==> src/design/rbt_pkg.sv <==
// Types, constants and helpers for the buffer table
`timescale 1ns / 1ps

package rbt_pkg;

   localparam int SLOTS      = 32;
   localparam int SLOT_IDX_W = $clog2(SLOTS);
   localparam int SLOT_W     = 5;
   localparam int DEV_W      = 8;
   localparam int BLK_W      = 32;
   localparam int CNT_W      = 8;
   localparam logic [CNT_W-1:0] CNT_MAX = {CNT_W{1'b1}};

   // Operation codes
   localparam logic [1:0] FUNC_GET     = 2'd0;
   localparam logic [1:0] FUNC_RELEASE = 2'd1;
   localparam logic [1:0] FUNC_PIN     = 2'd2;
   localparam logic [1:0] FUNC_UNPIN   = 2'd3;

   // Status codes
   localparam logic [1:0] ST_OK     = 2'd0;
   localparam logic [1:0] ST_NOFREE = 2'd1;
   localparam logic [1:0] ST_UNDER  = 2'd2;
   localparam logic [1:0] ST_OVER   = 2'd3;

   typedef struct packed {
      logic [1:0]       func;
      logic [DEV_W-1:0] dev;
      logic [BLK_W-1:0] block_no;
      logic [SLOT_W-1:0] slot;
   } req_type;

   typedef struct packed {
      logic [SLOT_W-1:0] slot_out;
      logic              hit;
      logic              needs_read;
      logic [1:0]        status;
   } rsp_type;

   // Controller to datapath
   typedef struct packed {
      logic load;
      logic compare;
      logic pick;
      logic exec;
   } dp_cmd_type;

   // Datapath to controller
   typedef struct packed {
      logic new_is_get;
   } dp_stat_type;

   typedef struct packed {
      logic                  found;
      logic [SLOT_IDX_W-1:0] idx;
   } pick_type;

   // Lowest set bit of a slot vector
   function automatic pick_type first_set(input logic [SLOTS-1:0] vec);
      pick_type res;
      res = '0;
      for (int i = SLOTS - 1; i >= 0; i--) begin
         if (vec[i]) begin
            res.found = 1'b1;
            res.idx   = SLOT_IDX_W'(i);
         end
      end
      return res;
   endfunction

endpackage

==> src/design/refcounted_block_buffer_table.sv <==
// A get passes through compare, pick and execute before rsp_valid rises; release,
// pin and unpin go straight to execute. A new request is accepted only after the
// previous one has executed; execute waits while the result register still holds
// a beat that has not been taken.
// Reset clears all reference counts and the assigned and loaded flags at once.
`timescale 1ns / 1ps

module refcounted_block_buffer_table (
   input  logic             clock,
   input  logic             reset,
   input  logic             req_valid,
   output logic             req_ready,
   input  rbt_pkg::req_type req_data,
   output logic             rsp_valid,
   input  logic             rsp_ready,
   output rbt_pkg::rsp_type rsp_data
);
   import rbt_pkg::*;

   dp_cmd_type  cmd;
   dp_stat_type stat;

   rbt_ctrl u_ctrl (
      .clock     (clock),
      .reset     (reset),
      .req_valid (req_valid),
      .req_ready (req_ready),
      .rsp_valid (rsp_valid),
      .rsp_ready (rsp_ready),
      .stat      (stat),
      .cmd       (cmd)
   );

   rbt_datapath u_datapath (
      .clock    (clock),
      .reset    (reset),
      .cmd      (cmd),
      .req_data (req_data),
      .stat     (stat),
      .rsp_data (rsp_data)
   );

endmodule

==> src/design/rbt_datapath.sv <==
// Descriptor storage, tag compare, slot pick and count update
`timescale 1ns / 1ps

module rbt_datapath (
   input  logic                 clock,
   input  logic                 reset,
   input  rbt_pkg::dp_cmd_type  cmd,
   input  rbt_pkg::req_type     req_data,
   output rbt_pkg::dp_stat_type stat,
   output rbt_pkg::rsp_type     rsp_data
);
   import rbt_pkg::*;

   req_type               req_ff;
   logic [DEV_W-1:0]      tag_dev_ff   [SLOTS];
   logic [BLK_W-1:0]      tag_block_ff [SLOTS];
   logic [CNT_W-1:0]      count_ff     [SLOTS];
   logic [SLOTS-1:0]      assigned_ff;
   logic [SLOTS-1:0]      loaded_ff;
   logic [SLOTS-1:0]      match_in, match_ff;
   logic [SLOTS-1:0]      free_in, free_ff;
   pick_type              hit_pick_in, hit_pick_ff;
   pick_type              free_pick_in, free_pick_ff;
   rsp_type               rsp_in, rsp_ff;

   logic                  is_get;
   logic                  in_range;
   logic [SLOT_IDX_W-1:0] op_idx;
   logic [CNT_W-1:0]      cur_count;
   logic                  cur_loaded;
   logic                  count_wr;
   logic [CNT_W-1:0]      count_in;
   logic                  set_loaded;
   logic                  retag;

   assign stat.new_is_get = (req_data.func == FUNC_GET);
   assign rsp_data        = rsp_ff;

   // Capture the request beat
   always_ff @(posedge clock) begin
      if (cmd.load) begin
         req_ff <= req_data;
      end
   end

   // Compare the tag against every slot and flag free slots
   always_comb begin
      for (int i = 0; i < SLOTS; i++) begin
         match_in[i] = assigned_ff[i] && (tag_dev_ff[i] == req_ff.dev)
                       && (tag_block_ff[i] == req_ff.block_no);
         free_in[i]  = (count_ff[i] == '0);
      end
   end

   always_ff @(posedge clock) begin
      if (cmd.compare) begin
         match_ff <= match_in;
         free_ff  <= free_in;
      end
   end

   // Pick the lowest matching slot and the lowest free slot
   assign hit_pick_in  = first_set(match_ff);
   assign free_pick_in = first_set(free_ff);

   always_ff @(posedge clock) begin
      if (cmd.pick) begin
         hit_pick_ff  <= hit_pick_in;
         free_pick_ff <= free_pick_in;
      end
   end

   // Select the slot that the operation works on
   assign is_get   = (req_ff.func == FUNC_GET);
   assign in_range = (32'(req_ff.slot) < 32'(SLOTS));

   always_comb begin
      if (is_get) begin
         op_idx = hit_pick_ff.found ? hit_pick_ff.idx : free_pick_ff.idx;
      end else begin
         op_idx = SLOT_IDX_W'(req_ff.slot);
      end
   end

   assign cur_count  = count_ff[op_idx];
   assign cur_loaded = loaded_ff[op_idx];

   // Decide the count update and the result beat
   always_comb begin
      rsp_in     = '0;
      count_wr   = 1'b0;
      count_in   = cur_count;
      set_loaded = 1'b0;
      retag      = 1'b0;
      case (req_ff.func)
         FUNC_GET: begin
            if (hit_pick_ff.found) begin
               rsp_in.slot_out = SLOT_W'(op_idx);
               rsp_in.hit      = 1'b1;
               if (cur_count == CNT_MAX) begin
                  rsp_in.status = ST_OVER;
               end else begin
                  count_wr          = 1'b1;
                  count_in          = cur_count + 1'b1;
                  set_loaded        = 1'b1;
                  rsp_in.needs_read = ~cur_loaded;
               end
            end else if (free_pick_ff.found) begin
               rsp_in.slot_out   = SLOT_W'(op_idx);
               rsp_in.needs_read = 1'b1;
               count_wr          = 1'b1;
               count_in          = CNT_W'(1);
               set_loaded        = 1'b1;
               retag             = 1'b1;
            end else begin
               rsp_in.status = ST_NOFREE;
            end
         end
         FUNC_PIN: begin
            rsp_in.slot_out = req_ff.slot;
            if (in_range) begin
               if (cur_count == CNT_MAX) begin
                  rsp_in.status = ST_OVER;
               end else begin
                  count_wr = 1'b1;
                  count_in = cur_count + 1'b1;
               end
            end
         end
         FUNC_RELEASE, FUNC_UNPIN: begin
            rsp_in.slot_out = req_ff.slot;
            if (in_range) begin
               if (cur_count == '0) begin
                  rsp_in.status = ST_UNDER;
               end else begin
                  count_wr = 1'b1;
                  count_in = cur_count - 1'b1;
               end
            end
         end
         default: begin
            rsp_in = '0;
         end
      endcase
   end

   // Write back counts and flags
   always_ff @(posedge clock) begin
      if (reset) begin
         assigned_ff <= '0;
         loaded_ff   <= '0;
         for (int i = 0; i < SLOTS; i++) begin
            count_ff[i] <= '0;
         end
      end else if (cmd.exec) begin
         if (count_wr) begin
            count_ff[op_idx] <= count_in;
         end
         if (set_loaded) begin
            loaded_ff[op_idx] <= 1'b1;
         end
         if (retag) begin
            assigned_ff[op_idx] <= 1'b1;
         end
      end
   end

   // Retag a claimed slot
   always_ff @(posedge clock) begin
      if (cmd.exec && retag) begin
         tag_dev_ff[op_idx]   <= req_ff.dev;
         tag_block_ff[op_idx] <= req_ff.block_no;
      end
   end

   // Hold the result beat
   always_ff @(posedge clock) begin
      if (cmd.exec) begin
         rsp_ff <= rsp_in;
      end
   end

endmodule

==> src/design/rbt_ctrl.sv <==
// Sequencer and result handshake for the buffer table
`timescale 1ns / 1ps

module rbt_ctrl (
   input  logic                 clock,
   input  logic                 reset,
   input  logic                 req_valid,
   output logic                 req_ready,
   output logic                 rsp_valid,
   input  logic                 rsp_ready,
   input  rbt_pkg::dp_stat_type stat,
   output rbt_pkg::dp_cmd_type  cmd
);
   import rbt_pkg::*;

   localparam logic [1:0] S_IDLE = 2'd0;
   localparam logic [1:0] S_CMP  = 2'd1;
   localparam logic [1:0] S_PICK = 2'd2;
   localparam logic [1:0] S_EXEC = 2'd3;

   logic [1:0] state_ff, state_in;
   logic       rsp_valid_ff, rsp_valid_in;

   assign req_ready = (state_ff == S_IDLE);
   assign rsp_valid = rsp_valid_ff;

   // Advance through compare, pick and execute
   always_comb begin
      state_in = state_ff;
      cmd      = '0;
      case (state_ff)
         S_IDLE: begin
            if (req_valid) begin
               cmd.load = 1'b1;
               state_in = stat.new_is_get ? S_CMP : S_EXEC;
            end
         end
         S_CMP: begin
            cmd.compare = 1'b1;
            state_in    = S_PICK;
         end
         S_PICK: begin
            cmd.pick = 1'b1;
            state_in = S_EXEC;
         end
         S_EXEC: begin
            // Wait until the result register can take a new beat
            if (!rsp_valid_ff || rsp_ready) begin
               cmd.exec = 1'b1;
               state_in = S_IDLE;
            end
         end
         default: begin
            state_in = S_IDLE;
         end
      endcase
   end

   // Set on execute, drop when the beat is taken
   always_comb begin
      if (cmd.exec) begin
         rsp_valid_in = 1'b1;
      end else if (rsp_ready) begin
         rsp_valid_in = 1'b0;
      end else begin
         rsp_valid_in = rsp_valid_ff;
      end
   end

   always_ff @(posedge clock) begin
      if (reset) begin
         state_ff     <= S_IDLE;
         rsp_valid_ff <= 1'b0;
      end else begin
         state_ff     <= state_in;
         rsp_valid_ff <= rsp_valid_in;
      end
   end

endmodule

==> config.mk <==
export PLATFORM = sky130hd
export DESIGN_NAME = refcounted_block_buffer_table
export DESIGN_NICKNAME = d
export VERILOG_FILES = /design/src/design/rbt_pkg.sv /design/src/design/refcounted_block_buffer_table.sv /design/src/design/rbt_datapath.sv /design/src/design/rbt_ctrl.sv
export SDC_FILE = /design/constraint.sdc
export NUM_CORES = 2
export LEC_CHECK = 0
export BUFFER_PORTS_ARGS = -buffer_cell sky130_fd_sc_hd__buf_2
export CAP_MARGIN = 40
export CELL_PAD_IN_SITES_DETAIL_PLACEMENT = 1
export CELL_PAD_IN_SITES_GLOBAL_PLACEMENT = 2
export CORE_ASPECT_RATIO = 1.75
export CORE_MARGIN = 3
export CORE_UTILIZATION = 43
export CTS_CLUSTER_SIZE = 30
export DETAILED_ROUTE_END_ITERATION = 10
export MAX_ROUTING_LAYER = met4
export PLACE_DENSITY_LB_ADDON = 0.1
export SLEW_MARGIN = 40
export SYNTH_ARGS = -nofsm -noshare
export SYNTH_HDL_FRONTEND = slang
export SYNTH_SLANG_ARGS = --single-unit
==> constraint.sdc <==
create_clock -name clock -period 5.04 [get_ports clock]
set_input_delay 1.008 -clock clock [delete_from_list [all_inputs] [get_ports clock]]
set_output_delay 1.008 -clock clock [all_outputs]
set_load 0.02 [all_outputs]
# After elaboration in Yosys (flattened, before gate mapping)
# Memories as Yosys holds them, arrays and structs flattened.
# Index checks and enable logic that the tools add are counted.
# word_totals
regBits	199
mem_count	3
out_inout_bits	11
wordCells	344
ram_bits	1536
# mem_list
memory	depth	word_bits	read_ports	rd_clocked_by_memory_dff	wr	line_no	text
u_datapath.tag_block_ff	32	32	32	0	1	rbt_datapath.sv:16	logic [BLK_W-1:0] tag_block_ff [SLOTS];
u_datapath.count_ff	32	8	33	0	32	rbt_datapath.sv:17	logic [CNT_W-1:0] count_ff [SLOTS];
u_datapath.tag_dev_ff	32	8	32	0	1	rbt_datapath.sv:15	logic [DEV_W-1:0] tag_dev_ff [SLOTS];
# op_classes
mux	114
bitwise	3
reduce_logical	121
n_addsub	2
n_eq_ne	73
magnitude_cmp	2
# ops
cell	count
$eq 32x32->1	32
$logic_not 8->1	33
$eq 8x8->1	32
$mux 5	35
$logic_and 1x1->1	66
$mux 4	16
$or 32x32->32	2
$reduce_or 31->1	2
$mux 8	5
$reduce_or 16->1	2
$mux 1	31
$mux 3	9
$pmux 8 s3	1
$reduce_or 8->1	3
$mux 2	9
$mux 6	2
$pmux 5 s2	1
$add 8x1->8 const B	1
$eq 2x2->1 const B	4
$eq 8x8->1 const B	1
$pmux 2 s4	1
$reduce_or 4->1	2
$sub 8x1->8 const B	1
$logic_not 2->1	3
16 further kinds	21

# Logic depth before layout (Yosys ltp)
# depth
word_depth	31
mapped_depth	19

# Modules after synthesis
# A second synthesis with hierarchy kept.
# unflattened
hier_cells	4748
hier_area_um2	73240.2
# modules_own_cells
module	area_per_inst_um2	instances	cells_each
rbt_datapath	73026.3	1	4724
rbt_ctrl	214.0	1	24

# Worst setup path after synthesis
# Ideal clock, no wire load.
# synth_timing
kind	register to register
startpoint	reg u_datapath.req_ff[46] in the netlist's numbering
endpoint	mem u_datapath.count_ff[18][0] (enable)
required_ns	4.706
stages_incl_launch_ff	20
setup_ns	0.334
path_slack_ns	0.268
t_arrival_ns	4.438
path_cell_list	edfxtp_1 buf_2 o21ba_2 a21oi_2 buf_6 buf_6 buf_4 mux4_2 nand2_1 nand2_1 nor4_2 inv_1 ha_1 or4b_1 buf_2 nor3_2 a22oi_2 buf_2 nand4_1 nand2b_1
# synth_lines
element	line_no	text
from (decl)	rbt_datapath.sv:14	req_type req_ff;
from (signal assigned)	rbt_datapath.sv:42	req_ff <= req_data;
to (decl)	rbt_datapath.sv:17	

==> impl_results.md <==
* Required time worst endpoint at 5.56 ns
* Inst Count DP at slightly above 7000
* Status: finished clean
* Post-Synth Adder-Cell Area at 0.102%
* Fin cells at between 7000 and 8000
* Setup Skew at around 0.047 ns
* Leading cell type in the layout, fill and taps excluded: edfxtp_1
* Initial antenna violation count at 10
* Vias/cell at 5.62
* Synth Instances at 4785
* MaxCap Viol Count at 0
* Post-Syn Area at 73300 µm²
* Sequential Power Share at 43.5%
* CTS root buf: clkbuf_16
* Die ar. at about 180000 µm²
* Pre-Repair DR Iteration Count at 7
* Cell internal pwr at 26900 µW
* Final setup fails at 0
* Async S/R FF share, synth at 0%
* CTS Buf Count at 172
* P per Cell Area at 464 nW/µm²
* Yosys top cell area share at 68.4%
* Slew HR at between 30 and 40%
* Worst Tran Pin Value at 0.911 ns
* Syn nets at 4842
* Number of fill cells at roughly 16000
* Clock Tree Buf Depth at 4
* Leakage at 0.0276 µW
* GPL Wtd Cong at 0.946
* Synth Register Bits at 1735
* Largest family of logic cells by synthesized area: XOR/XNOR gates
* Final Hold Violating Endpoints at 0
* Sw Ratio at 31.6%
* Synth Area in XOR/XNOR at 14.7%
* Final Cell Area at 84900 µm²
* Mux cell area share after synthesis at between 2 and 2.5%
* Synth unique cells at just over 70
* Largest net degree at the start of global routing at 61
* Synth area leaders: edfxtp_1 68%, xor2_1 7.8%, xnor2_1 6.9%
* Die X at 318 µm
* Wire per inst at 31.1 µm
* VDD IR max at between 0.0003 and 0.0004 V
* Post-route DRC at 0
* Pins over their slew limit at 0
* Crit path capture type: register
* NetSw at 12400 µW
* Commonest cells after routing, fill and taps aside: 1668 x edfxtp_1, 656 x xor2_1, 577 x xnor2_1, 338 x nor2_1, 282 x buf_4
* Comb power frac at 24.7%
* Post-Synth Simple-Gate Area at under 10%
* Hold Crit Class: in -> reg
* Area growth syn-to-layout at 15.8%
* Total Wirelength at 233000 µm
* Arr. time, crit path at approximately 5.4 ns
* Core Box Area at 169000 µm²
* CP Max Fanout at 32
* Initial Util at 43.5%
* DP Wirelength at around 150000 µm
* GR Util All Layers at 26.9%
* FMAX at 205 MHz
* Clock network power share at 31.8%
* EDFF count, synth at 1668
* TritonCTS Sinks at 1735
* Final min period at a little under 5 ns
* Main flop type after synthesis: edfxtp_1
* Syn avg cell area at 15.3 µm²
* FF/Latch Area at between 50000 and 60000 µm²
* Multi-input logic area at 21100 µm²
* Clock transition at path regs at 0.06 ns
* DR iter-0 viols at 3273
* Sequential area share after synthesis at a little over two thirds
* YS warnings at 0
* Area leader, netlist: edfxtp_1
* Hold buffers post-CTS at 0
* Worst setup SP type: register
* Grt ovf at 0
* Area after DPL at between 70000 and 80000 µm²
* RSZ-0062 raised after global routing: no
* Crit path kind: reg -> reg
* I/O Buffers at 61
* Setup TNS at 0 ns
* Tcrit/Tclk final at 96.7%
* Die H at 552 µm
* Synth Area in Compound Gates at 1.92%
* CTS tree: built
* H-Tree Depth at 4
* DRT antenna net count at 0
* Layout cells sized above 1 at 15.4%
* Final nets at 5204
* Vias at around 42000
* Vias in the first global route at ~45000
* Placement Rows at 199
* # IOs at 62
* First-pass GRT wire length at 330000 µm
* Clock latency at the later pin of the worst-skew pair at between 0.8 and 0.9 ns
-- through the flow --
step	util, %	setup slack [ns]	total power (µW)	hold slack, ns
after global placement	46.8	0.184	27100	0.442
after detailed placement	47.1	0.0688	27200	0.455
after floorplan	-	0.268	22200	0.431
final	50.3	0.166	39400	0.367
after global routing	50.3	0.000259	40700	0.335
after CTS	50.2	0.0167	39800	0.310
-- metal layers --
layer / wire [µm] / track usage (%) / part of all wire (%)
met5: 0 / - / 0
met1: 86500 / 29.6 / 37
met3: 7460 / 2.43 / 3.2
met2: 127000 / 49.6 / 55
met4: 11600 / 11.4 / 5.0
-- critical path, stage by stage (launching register included) --
cell and delay, ns:
edfxtp_1 0.55, nor2_2 0.54, buf_4 0.23, a2bb2oi_1 0.17
buf_4 0.19, and3_1 0.29, buf_4 0.24, nand2_1 0.24
nand2_1 0.18, nor4_4 0.09, or4b_1 0.59, buf_4 0.18
o311a_1 0.30, mux2i_1 0.16, a211oi_4 0.21, buf_12 0.28
nor2_1 0.10
-- timing repair --
item                       in CTS  in global routing
setup endpoints to repair       0                510
resized for setup               0                  4
setup buffers                   0                  1
-- final timing paths --
path,startpoint,end,slack (ns),depth (start not counted)
worst max register to register,u_datapath.req_ff[46],u_datapath.count_ff[14][5],0.17,16
worst max-delay path,u_datapath.req_ff[46],u_datapath.count_ff[14][5],0.17,16
worst min-delay path,req_data[1],u_datapath.req_ff[1],0.37,1
worst min register to register,u_datapath.assigned_ff[21],u_datapath.assigned_ff[21],0.47,2
-- area by class of cell --
class                           instances  share of cell area, %
Tap cell                             2211                   3.26
Clock inverter                         75                  0.818
Clock buffer                          223                   5.43
Timing Repair Buffer                  426                   4.78
Inverter                               56                  0.248
Sequential cell                      1735                   60.6
Antenna cell                            5                 0.0147
Multi-Input combinational cell       2756                   24.8
-- registers in the layout, indices dropped and copies added (netlist names) --
name                     count
u_datapath.match_ff         32
u_datapath.count_ff        256
u_datapath.assigned_ff      32
u_datapath.free_pick_ff      6
u_datapath.hit_pick_ff       6
u_ctrl.rsp_valid             1
u_ctrl.state_ff              2
u_datapath.tag_block_ff   1024
u_datapath.free_ff          32
u_datapath.tag_dev_ff      256
u_datapath.rsp_data          9
u_datapath.loaded_ff        32
u_datapath.req_ff           47
-- synth_stat cells, types with 5 or more instances --
cell type,number
nor3_1,35
inv_1,55
nor2b_1,101
a211oi_1,9
a222oi_1,7
nand3_1,60
clkbuf_1,120
edfxtp_1,1668
nand2_1,112
or4_1,84
o31ai_1,6
o2bb2ai_1,6
buf_2,35
nand4_1,194
a21oi_1,61
buf_1,73
a22oi_1,15
o21bai_1,6
xnor2_1,577
and3_1,5
xor2_1,656
o2111ai_1,5
o21ba_2,5
buf_4,7
nand2b_1,44
a2111oi_0,6
mux4_2,72
nor4_1,206
o22ai_1,16
o21ai_0,18
ha_1,6
nor2_1,370
dfxtp_1,67
-- power groups by stage --
stage	sequential (µW)	clock, µW	combinational (µW)
CTS	17100	12800	9840
floorplan	17500	0	4690
finish	17100	12500	9710
global placement	17500	0	9520
global route	17100	13300	10200
detailed placement	17400	0	9820
-- cells by family after synthesis --
logic type | Yosys count
adder cells (fa/ha/maj) | 6
AND/OR/NAND/NOR | 1243
buffers and inverters | 294
multiplexers | 76
AO/OA/AOI/OAI | 198
flip-flops | 1735
XOR/XNOR | 1233
Power figures use the tool's default switching activity.
